==> src/design/acm_pkg.sv <==
// Shared types, opcodes and the microcode ROM of the accumulator machine.
package acm_pkg;

    // Default program and data memory depth
    localparam int MEM_DEPTH_DEF = 128;
    // Span of the 7-bit address fields in a word
    localparam int ADDR_SPAN     = 128;
    localparam int DATA_W        = 32;
    localparam int OPC_W         = 4;
    localparam int FLD_W         = 7;
    localparam int PWORD_W       = OPC_W + FLD_W;
    localparam int UA_W          = 5;

    // Instruction opcodes
    localparam logic [OPC_W-1:0] OP_LOAD  = 4'd1;
    localparam logic [OPC_W-1:0] OP_ADD   = 4'd2;
    localparam logic [OPC_W-1:0] OP_STORE = 4'd3;
    localparam logic [OPC_W-1:0] OP_SUB   = 4'd4;
    localparam logic [OPC_W-1:0] OP_IN    = 4'd5;
    localparam logic [OPC_W-1:0] OP_OUT   = 4'd6;
    localparam logic [OPC_W-1:0] OP_HALT  = 4'd7;
    localparam logic [OPC_W-1:0] OP_JUMP  = 4'd8;
    localparam logic [OPC_W-1:0] OP_SKIPZ = 4'd9;

    // Micro-program addresses
    typedef enum logic [UA_W-1:0] {
        U_CLEAR  = 5'd0,
        U_IDLE   = 5'd1,
        U_DECODE = 5'd2,
        U_CHECK  = 5'd3,
        U_FETCH  = 5'd4,
        U_LOAD   = 5'd5,
        U_ADD    = 5'd6,
        U_SUB    = 5'd7,
        U_STORE  = 5'd8,
        U_IN     = 5'd9,
        U_OUT    = 5'd10,
        U_HALT   = 5'd11,
        U_JUMP   = 5'd12,
        U_SKIPZ  = 5'd13,
        U_FAULT  = 5'd14,
        U_PWRITE = 5'd15,
        U_EMIT   = 5'd16
    } t_uaddr;

    // Sequencer branch conditions
    typedef enum logic [2:0] {
        JC_NEXT,      // fall through
        JC_GOTO,      // unconditional jump to target
        JC_WAIT_CLR,  // hold while memory clear runs, then fall through
        JC_WAIT_ACC,  // hold until a word is accepted, then fall through
        JC_IF_WRITE,  // program write -> target
        JC_IF_STOP,   // machine stopped -> target
        JC_DISPATCH,  // jump by fetched opcode
        JC_WAIT_OUT   // hold while result register is full and stalled, then target
    } t_jcond;

    // Accumulator update select
    typedef enum logic [2:0] {
        ACC_HOLD,
        ACC_MEM,
        ACC_ADD,
        ACC_SUB,
        ACC_IN
    } t_accop;

    // One control word
    typedef struct packed {
        logic   in_rdy;
        logic   clr;
        logic   prog_wr;
        logic   prog_rd;
        logic   pc_inc;
        logic   data_rd;
        logic   data_wr;
        t_accop acc_op;
        logic   set_show;
        logic   set_halt;
        logic   set_fault;
        logic   pc_jump;
        logic   pc_skipz;
        logic   out_load;
        t_jcond jc;
        t_uaddr target;
    } t_uctl;

    // Datapath status seen by the sequencer
    typedef struct packed {
        logic             in_acc;
        logic             is_write;
        logic             stopped;
        logic             clr_busy;
        logic             out_busy;
        logic [OPC_W-1:0] opcode;
    } t_ustat;

    localparam t_uctl UC_NOP = '{
        in_rdy: 1'b0, clr: 1'b0, prog_wr: 1'b0, prog_rd: 1'b0, pc_inc: 1'b0,
        data_rd: 1'b0, data_wr: 1'b0, acc_op: ACC_HOLD, set_show: 1'b0,
        set_halt: 1'b0, set_fault: 1'b0, pc_jump: 1'b0, pc_skipz: 1'b0,
        out_load: 1'b0, jc: JC_GOTO, target: U_EMIT
    };

    // Microcode ROM
    function automatic t_uctl ucode(input t_uaddr ua);
        t_uctl c;
        c = UC_NOP;
        case (ua)
            U_CLEAR: begin
                c.clr = 1'b1;
                c.jc  = JC_WAIT_CLR;
            end
            U_IDLE: begin
                c.in_rdy = 1'b1;
                c.jc     = JC_WAIT_ACC;
            end
            U_DECODE: begin
                c.jc     = JC_IF_WRITE;
                c.target = U_PWRITE;
            end
            U_CHECK: begin
                c.prog_rd = 1'b1;
                c.jc      = JC_IF_STOP;
                c.target  = U_EMIT;
            end
            U_FETCH: begin
                c.pc_inc  = 1'b1;
                c.data_rd = 1'b1;
                c.jc      = JC_DISPATCH;
            end
            U_LOAD:   c.acc_op    = ACC_MEM;
            U_ADD:    c.acc_op    = ACC_ADD;
            U_SUB:    c.acc_op    = ACC_SUB;
            U_STORE:  c.data_wr   = 1'b1;
            U_IN:     c.acc_op    = ACC_IN;
            U_OUT:    c.set_show  = 1'b1;
            U_HALT:   c.set_halt  = 1'b1;
            U_JUMP:   c.pc_jump   = 1'b1;
            U_SKIPZ:  c.pc_skipz  = 1'b1;
            U_FAULT:  c.set_fault = 1'b1;
            U_PWRITE: c.prog_wr   = 1'b1;
            U_EMIT: begin
                c.out_load = 1'b1;
                c.jc       = JC_WAIT_OUT;
                c.target   = U_IDLE;
            end
            default: begin
                c.target = U_IDLE;
            end
        endcase
        return c;
    endfunction

    // Opcode dispatch table
    function automatic t_uaddr dispatch(input logic [OPC_W-1:0] opc);
        t_uaddr ua;
        case (opc)
            OP_LOAD:  ua = U_LOAD;
            OP_ADD:   ua = U_ADD;
            OP_STORE: ua = U_STORE;
            OP_SUB:   ua = U_SUB;
            OP_IN:    ua = U_IN;
            OP_OUT:   ua = U_OUT;
            OP_HALT:  ua = U_HALT;
            OP_JUMP:  ua = U_JUMP;
            OP_SKIPZ: ua = U_SKIPZ;
            default:  ua = U_FAULT;
        endcase
        return ua;
    endfunction

endpackage

==> src/design/acm_useq.sv <==
// Micro-program sequencer: step counter, ROM lookup and branch logic.
module acm_useq (
    input  logic           i_clk,
    input  logic           i_rst_n,
    input  acm_pkg::t_ustat i_stat,
    output acm_pkg::t_uctl  o_ctl
);

    acm_pkg::t_uaddr r_upc;
    acm_pkg::t_uaddr n_upc;
    acm_pkg::t_uaddr upc_inc;
    acm_pkg::t_uctl  ctl;

    assign ctl     = acm_pkg::ucode(r_upc);
    assign o_ctl   = ctl;
    assign upc_inc = acm_pkg::t_uaddr'(acm_pkg::UA_W'(r_upc) + acm_pkg::UA_W'(1));

    // Step counter
    always_ff @(posedge i_clk) begin
        if (!i_rst_n) begin
            r_upc <= acm_pkg::U_CLEAR;
        end else begin
            r_upc <= n_upc;
        end
    end

    // Branch select
    always_comb begin
        n_upc = upc_inc;
        case (ctl.jc)
            acm_pkg::JC_NEXT:     n_upc = upc_inc;
            acm_pkg::JC_GOTO:     n_upc = ctl.target;
            acm_pkg::JC_WAIT_CLR: n_upc = i_stat.clr_busy ? r_upc : upc_inc;
            acm_pkg::JC_WAIT_ACC: n_upc = i_stat.in_acc ? upc_inc : r_upc;
            acm_pkg::JC_IF_WRITE: n_upc = i_stat.is_write ? ctl.target : upc_inc;
            acm_pkg::JC_IF_STOP:  n_upc = i_stat.stopped ? ctl.target : upc_inc;
            acm_pkg::JC_DISPATCH: n_upc = acm_pkg::dispatch(i_stat.opcode);
            acm_pkg::JC_WAIT_OUT: n_upc = i_stat.out_busy ? r_upc : ctl.target;
            default:              n_upc = acm_pkg::U_IDLE;
        endcase
    end

endmodule

==> config.mk <==
export PLATFORM = sky130hd
export DESIGN_NAME = acm_useq
export DESIGN_NICKNAME = d
export VERILOG_FILES = /design/src/design/acm_pkg.sv /design/src/design/acm_useq.sv
export SDC_FILE = /design/constraint.sdc
export NUM_CORES = 1
export LEC_CHECK = 0
export BUFFER_PORTS_ARGS = -buffer_cell sky130_fd_sc_hd__buf_2
export CORE_MARGIN = 2
export CORE_UTILIZATION = 35
export DETAILED_ROUTE_END_ITERATION = 8
export GPL_ROUTABILITY_DRIVEN = 0
export GPL_TIMING_DRIVEN = 1
export PLACE_DENSITY = 0.63
export SETUP_SLACK_MARGIN = 0.4
export SYNTH_ARGS = -nofsm -noshare
export SYNTH_HDL_FRONTEND = slang
export SYNTH_SLANG_ARGS = --single-unit
==> constraint.sdc <==
create_clock -name i_clk -period 4 [get_ports i_clk]
set_input_delay 1 -clock i_clk [delete_from_list [all_inputs] [get_ports i_clk]]
set_output_delay 1 -clock i_clk [all_outputs]
set_load 0.05 [all_outputs]
# Word level (Yosys, flattened, before mapping)
# Memory sizes are Yosys's and may differ from the RTL's.
# Cells that the tools add are included.
dict set report op_classes {
  add_sub_neg 1
  n_eq_ne 26
  mux 21
  n_reduce_logical 4
}
# operator count
set ops {}
lappend ops {{5-bit by 4-bit equality test with 1-bit output (second input constant)} 8}
lappend ops {{5-bit one-hot mux with 8 select lines} 1}
lappend ops {{5-bit two-way mux} 5}
lappend ops {{5-bit by 3-bit equality test with 1-bit output (second input constant)} 4}
lappend ops {{3-bit one-hot mux with 6 select lines} 1}
lappend ops {{15-bit OR reduction} 1}
lappend ops {{3-bit equality test (second input constant)} 4}
lappend ops {{3-bit one-hot mux with 4 select lines} 1}
lappend ops {{1-bit two-way mux} 11}
lappend ops {{5-bit by 2-bit equality test with 1-bit output (second input constant)} 2}
lappend ops {{5-bit one-hot mux with 2 select lines} 1}
lappend ops {{3-bit by 2-bit equality test with 1-bit output (second input constant)} 2}
lappend ops {{2-bit inequality test (second input constant)} 3}
lappend ops {{5-bit by 1-bit adder with 5-bit output (second input constant)} 1}
lappend ops {{5-bit by 1-bit equality test with 1-bit output (second input constant)} 1}
lappend ops {{5-bit equality test (second input constant)} 1}
lappend ops {{5-bit logical NOT} 1}
lappend ops {{3-bit by 1-bit equality test with 1-bit output (second input constant)} 1}
lappend ops {{3-bit logical NOT} 1}
lappend ops {{3-bit AND reduction} 1}
lappend ops {{2-bit two-way mux} 1}
dict set report totals {
  reg_bits 5
  romBits 64
  out_inout_bits 24
  wordCells 54
  memories 1
}
# memory words word_bits read_ports rd_ports_with_merged_regs wr line
set mem_list {}
lappend mem_list {{(no name shown)} 16 4 1 0 0 acm_pkg.sv:157} ;# case (opc)

# Logic depth before layout (Yosys ltp)
# Gate-level depths: netlist of run 1.
dict set report logic_depth {
  depth_word 5
  mapped_depth 9
  ltp_nobuf 8
}

# Worst setup path after synthesis of run 1
# OpenSTA, ideal clock, no wires.
dict set report synth_timing {
  path_type {flip-flop to output port}
  from {reg r_upc[0]}
  to {out o_ctl[0] (netlist name)}
  arrival_time_ps 2663
  required_time_ps 3000
  path_slack_ps 337
  path_stages_with_launch 6
  path_buffers 1
  path_cell_list {dfxtp_1 ha_1 clkbuf_1 and3_1 ha_1 o31ai_1}
}
# item line
set synth_lines {}
lappend synth_lines {{start, declared} acm_useq.sv:9} ;# acm_pkg::t_uaddr r_upc;
lappend synth_lines {{start signal, assigned} acm_useq.sv:21} ;# r_upc <= acm_pkg::U_CLEAR;
lappend synth_lines {{start signal, assigned} acm_useq.sv:23} ;# r_upc <= n_upc;
lappend synth_lines {{end, declared} acm_useq.sv:6} ;# output acm_pkg::t_uctl o_ctl

==> metrics.md, run 1 <==
| Metric | Value |
|---|---|
| Initial antenna violation count | `0` |
| Setup-failing EPs final | `0` |
| Largest register FFs | `5` |
| Startpoint Class | `register` |
| Slew @ Worst Pin | `643 ps` |
| DP Wirelength | `2.21 mm` |
| Final Cycle Share | `78.8%` |
| Core area | `2810 µm²` |
| CP delay by family, top | `simple AND/OR/NAND/NOR gates` |
| Post-DRT Antenna Nets | `0` |
| Worst-path clk slew | `50 ps` |
| Max Slew Vio Count | `0` |
| Clock Skew | `2.41 ps` |
| Crit Path Max Fanout | `14` |
| Post_cts resized | `0` |
| Main flop type after synthesis | `dfxtp_1` |
| Setup TNS | `0 ps` |
| Placed inst area | `1200 µm²` |
| # port buffers | `34` |
| CP peak stage delay | `490 ps` |
| Mean area per synthesized cell | `6.93 µm²` |
| GRT overflow | `0` |
| Max-cap violations | `0` |
| Sequential area share after synthesis | `9.50%` |
| Syn nets | `175` |
| Antenna Diode Count | `0` |
| CTS Sinks | `5` |
| Status | `complete, but fails checks` |
| TritonCTS buffer count | `3` |
| Crit. End Element | `output pin` |
| Root Buffer | `clkbuf_4` |
| Number of library cell types mapped by synthesis | `40` |
| CTS tree | `built` |
| Via Count | `1170` |
| Final Util | `43.7%` |
| Worst endpoint required time | `3000 ps` |
| Synth Register Bits | `5` |
| Setup Fix Bufs, Post-CTS | `0` |
| Initial Util | `37.6%` |
| RSZ-0062 raised after global routing | `false` |
| H-tree depth | `1` |
| Area growth from synthesis to layout | `16.4%` |
| Nets@finish | `203` |
| Reg with most FFs | `r_upc` |
| Synth warn | `0` |
| Pin count of the biggest net entering global routing | `20` |
| Number of vias per cell | `5.57` |
| Post-CTS Hold Buffers | `0` |
| Residual DRC | `2` |
| First-pass GRT wire length | `4.69 mm` |
| Number of flops mapped to enable cells by yosys | `0` |
| Slowest cell on crit path | `ha_1` |
| DRT Pass-1 Iters | `6` |
| Syn Inst Count | `152` |
| Final min period | `3150 ps` |
| # IOs | `35` |
| Crit-path cells | `ha_1, nor3_1, or3_1, o21ai_0, buf_2` |
| Top flop regs | `r_upc (5)` |
| HP Class | `reg2reg` |
| Die height | `58.9 µm` |
| DRT iter0 DRCs | `55` |
| Slew margin rel. | `57.1%` |
| Die Width | `58.9 µm` |
| Ys async rst share | `0%` |
| Final hold violations | `0` |
| CP Buf/Inv Count | `1` |
| Num rows | `19` |
| Clock Latency Late Sink | `240 ps` |
| Fillers | `304` |
| Crit path DAT | `2150 ps` |
| Layout cell share with drive strength beyond 1 | `25.1%` |
| Achievable Freq | `0.317 GHz` |
| Mapped cell area | `1050 µm²` |
| Crit path kind | `reg2out` |
| DR WL/cell | `13.6 µm` |
| Clock Tree Buf Depth | `2` |
| Vias in the first global route | `1043` |
| Area of the die | `3470 µm²` |
| Post-Layout Inst Area | `1230 µm²` |
| Total GRT Usage | `17.0%` |
| Final WL | `2.85 mm` |
| Failing checks | `design-rule violations` |
per-layer routing:
metal	vias to the layer above	track usage (%)	wire length (µm)
met1	550	22.6	1310
met4	0	5.52	18
li1	590	-	-
met2	28	29.0	1410
met5	-	0	0
met3	2	1.32	105
placed cells by master (no fill, tap or decap), drive strengths merged, types with 2 or more instances in the layout:
cell type / synthesis / final
a21oi: 7 / 7
a221oi: 2 / 2
a31oi: 3 / 3
and2: 3 / 3
and3: 5 / 5
buf: 5 / 34
clkbuf: 6 / 4
dfxtp: 5 / 5
ha: 12 / 12
inv: 6 / 6
mux2i: 3 / 3
nand2: 12 / 12
nand2b: 4 / 4
nand3: 4 / 4
nor2: 21 / 21
nor2b: 4 / 4
nor3: 11 / 11
nor3b: 3 / 3
o21a: 3 / 3
o21ai: 10 / 10
o21bai: 2 / 2
o22ai: 3 / 3
o31ai: 3 / 3
or2: 2 / 2
or3: 4 / 4
metrics by stage:
stage | cells | hold WS [ps] | setup WS, ps
after CTS | 210 | 625 | 849
after global routing | 210 | 656 | 695
final | 210 | 624 | 850
after detailed placement | 206 | 620 | 1120
after global placement | 206 | 598 | 1160
after floorplan | 152 | 556 | 646
synthesized netlist by cell type, types with 4 or more instances:
master / n / area [µm²]
clkbuf_1: 6 / 22.5
a21oi_1: 7 / 35.0
ha_1: 12 / 150
o21ai_0: 10 / 50.1
dfxtp_1: 5 / 100
nor3_1: 9 / 45.0
inv_1: 6 / 22.5
nand2_1: 12 / 45.0
and3_1: 5 / 31.3
nor2_1: 21 / 78.8
nor2b_1: 4 / 25.0
nand3_1: 4 / 20.0
cells by family after synthesis:
| kind of cell | synth area share (%) |
|---|---|
| compound gates | 26.7 |
| xor+xnor | 1.66 |
| fa+ha+maj | 14.3 |
| buf+inv | 8.55 |
| flops | 9.50 |
| mux | 2.85 |
| simple gates | 36.5 |
worst min-delay path: stages (launching register included):
cell and delay, ps:
dfxtp_1 350, o21ai_0 180, a31oi_1 40
final timing paths:
| check | from | endpoint | slack, ps | cells after the start |
|---|---|---|---|---|
| max | r_upc[0]$_SDFFE_PN0P_ | o_ctl[5] | 850 | 5 |
| min | r_upc[1]$_SDFFE_PN0P_ | r_upc[1]$_SDFFE_PN0P_ | 620 | 2 |
| max reg2reg | r_upc[0]$_SDFFE_PN0P_ | r_upc[0]$_SDFFE_PN0P_ | 1540 | 7 |
| min reg2reg | r_upc[1]$_SDFFE_PN0P_ | r_upc[1]$_SDFFE_PN0P_ | 620 | 2 |
final cells by class:
cell class                 count  area (µm²)  area share (%)
clock buffer                   4        26.3            2.14
multi-input combinational    130         868            70.8
timing repair buffer          34         170            13.9
inverter                       6        22.5            1.84
sequential                     5         100            8.16
tap                           31        38.8            3.16
Power of run 1 is not shown: default switching activity piles up to over one toggle a cycle in this logic, so the estimate is an artifact.
==> inputs of run 2 (changes only) <==
--- a/config.mk
+++ b/config.mk
@@ -11,7 +11,7 @@
 export DETAILED_ROUTE_END_ITERATION = 8
 export GPL_ROUTABILITY_DRIVEN = 0
 export GPL_TIMING_DRIVEN = 1
-export PLACE_DENSITY = 0.63
+export PLACE_DENSITY = 0.65
 export SETUP_SLACK_MARGIN = 0.4
 export SYNTH_ARGS = -nofsm -noshare
 export SYNTH_HDL_FRONTEND = slang
==> constraint.sdc (replaced) <==
create_clock -name i_clk -period 2.5 [get_ports i_clk]
set_input_delay 0.625 -clock i_clk [delete_from_list [all_inputs] [get_ports i_clk]]
set_output_delay 0.625 -clock i_clk [all_outputs]
set_load 0.05 [all_outputs]
==> run 2 against run 1 <==
The flow still finishes with violations (design-rule violations). Die area did not move. Sequential share of layout area fell by 2.4 points. Non-clock buffer count rose by 40. Global-route usage rose by 5.1 points. Critical endpoint is now r_upc[4]$_SDFFE_PN0P_.
==> metrics.md, run 2 (synthesized netlist as in run 1, its figures left out) <==
| Metric | Value |
|---|---|
| Status | `complete, but fails checks` |
| Failing checks | `design-rule violations` |
| Fillers | `182 (-40%)` |
| Root Buffer | `clkbuf_4` |
| Area of the die | `3470 µm² (unchanged)` |
| Max Slew Vio Count | `0 (unchanged)` |
| Achievable Freq | `0.432 GHz` |
| Final min period | `2310 ps` |
| # port buffers | `34 (unchanged)` |
| Final hold slack | `587 ps (-36.9 ps)` |
| Top flop regs | `r_upc (5)` |
| Largest register FFs | `5 (unchanged)` |
| Commonest non-fill, non-tap cell in the layout | `buf_4` |
| Vias in the first global route | `1379 (+32%)` |
| Final WL | `4.81 mm (+69%)` |
| Post-DRT Antenna Nets | `0 (unchanged)` |
| HP Class | `reg2reg` |
| Slowest cell on crit path | `a221oi_4` |
| Residual DRC | `4 (+2)` |
| Worst endpoint required time | `2620 ps (-380 ps)` |
| Area of the multi-input gates | `1160 µm² (+34%)` |
| H-tree depth | `1 (unchanged)` |
| Crit-path cells | `inv_4, ha_4, a21oi_1, a221oi_4, buf_4, mux2i_2, nand2_1, a221oi_2, o22ai_1` |
| Startpoint Class | `register` |
| Die height | `58.9 µm (unchanged)` |
| Crit. End Element | `register` |
| Number of vias per cell | `6.03 (+8.3%)` |
| Area growth from synthesis to layout | `94.3%` |
| Slew @ Worst Pin | `587 ps (-55.7 ps)` |
| Max-cap violations | `0 (unchanged)` |
| CP peak stage delay | `420 ps (-70 ps)` |
| CP Buf/Inv Count | `2 (+1)` |
| Setup TNS | `0 ps (unchanged)` |
| Initial Util | `37.6% (unchanged)` |
| Crit path kind | `reg2reg` |
| DRT Pass-1 Iters | `6 (unchanged)` |
| DR WL/cell | `19.2 µm (+42%)` |
| Initial antenna violation count | `0 (unchanged)` |
| CTS tree | `built` |
| Final hold violations | `0 (unchanged)` |
| CTS Sinks | `5 (unchanged)` |
| Num rows | `19 (unchanged)` |
| # IOs | `35 (unchanged)` |
| Commonest cells after routing, fill and taps aside | `buf_4, buf_6, nor2_1` |
| First-pass GRT wire length | `6.08 mm (+30%)` |
| RSZ-0062 raised after global routing | `true` |
| Pin count of the biggest net entering global routing | `13 (-35%)` |
| Layout cell share with drive strength beyond 1 | `62.6% (+37 points)` |
| CP delay by family, top | `compound AO/OA/AOI/OAI gates` |
| DRT iter0 DRCs | `89 (+62%)` |
| Die Width | `58.9 µm (unchanged)` |
| Antenna Diode Count | `0 (unchanged)` |
| Nets@finish | `243 (+20%)` |
| Crit Path Max Fanout | `8 (-6)` |
| DP Wirelength | `2.46 mm (+11%)` |
| TritonCTS buffer count | `3 (unchanged)` |
| Clock Latency Late Sink | `240 ps (about the same)` |
| Clock Tree Buf Depth | `2 (unchanged)` |
| Slew margin rel. | `60.7% (+3.6 points)` |
| Reg with most FFs | `r_upc` |
| Final Cycle Share | `92.6%` |
| Worst-path clk slew | `40 ps (about the same)` |
| GRT overflow | `0 (unchanged)` |
| Setup-failing EPs final | `0 (unchanged)` |
| Via Count | `1508 (+29%)` |
| Core area | `2810 µm² (unchanged)` |
| Placed inst area | `1390 µm² (+16%)` |
| Clock Skew | `2.80 ps (+0.391 ps)` |
| Crit path DAT | `2430 ps (+280 ps)` |
| Register area | `119 µm² (+19%)` |
| Post-Layout Inst Area | `2050 µm² (+67%)` |
| Total GRT Usage | `22.1% (+5.1 points)` |
## run 2: changes by cell type in the layout (fill, tap and decap cells not counted), moves of 5 or more
cell	change
buf_2	-23
buf_4	+34
buf_6	+24
dfxtp_1	-5
dfxtp_4	+5
ha_1	-5
ha_4	+5
nor2_1	-7
nor3_1	-7
## run 2: stage by stage
stage          setup slack, ps  util (%)  std cells
6_report                   186      73.0        250
3_3_place_gp               216      49.5        212
2_1_floorplan              192         -        152
3_5_place_dp               178      49.5        212
4_1_cts                    164      62.1        235
5_1_grt                    123      73.0        250
## run 2: final cells by class
| class | count | area share [%] |
|---|---|---|
| multi-input cells | 130 | 56.8 |
| repair buffers | 74 | 32.5 |
| flip-flops and latches | 5 | 5.81 |
| well taps | 31 | 1.89 |
| inverters | 6 | 1.71 |
| clock buffers | 4 | 1.28 |
## run 2: worst reg2reg max path, delay by kind of cell, from the launching register on
family	cells	cell delay, ps
simple gates	1	110
fa+ha+maj	1	220
buf+inv	2	290
mux	1	310
flops	1	370
compound gates	4	910
## run 2: layer usage
| layer | vias up | global-route usage [%] | part of all wire [%] |
|---|---|---|---|
| li1 | 671 | - | - |
| met1 | 726 | 27.0 | 37 |
| met2 | 79 | 37.6 | 49 |
| met3 | 32 | 3.08 | 6.9 |
| met4 | 0 | 11.0 | 6.8 |
| met5 | - | 0 | 0 |
## run 2: path summary, 6_finish.rpt
| check | from | to | slack (ps) | depth (start not counted) |
|---|---|---|---|---|
| setup reg to reg | r_upc[1]$_SDFFE_PN0P_ | r_upc[4]$_SDFFE_PN0P_ | 190 | 9 |
| setup / recovery | r_upc[1]$_SDFFE_PN0P_ | r_upc[4]$_SDFFE_PN0P_ | 190 | 9 |
| hold / removal | r_upc[1]$_SDFFE_PN0P_ | r_upc[1]$_SDFFE_PN0P_ | 590 | 2 |
| hold reg to reg | r_upc[1]$_SDFFE_PN0P_ | r_upc[1]$_SDFFE_PN0P_ | 590 | 2 |
## run 2: what timing repair did
| item | 4_1_cts | 5_1_grt |
|---|---|---|
| hold buffers | 0 | 0 |
| endpoints found under the setup margin | 28 | 28 |
| gates resized for setup | 55 | 49 |
| buffers inserted | 19 | 15 |
| cloned | 0 | 0 |
| pin swaps | 8 | 17 |
Power of run 2 is left out for the same reason.
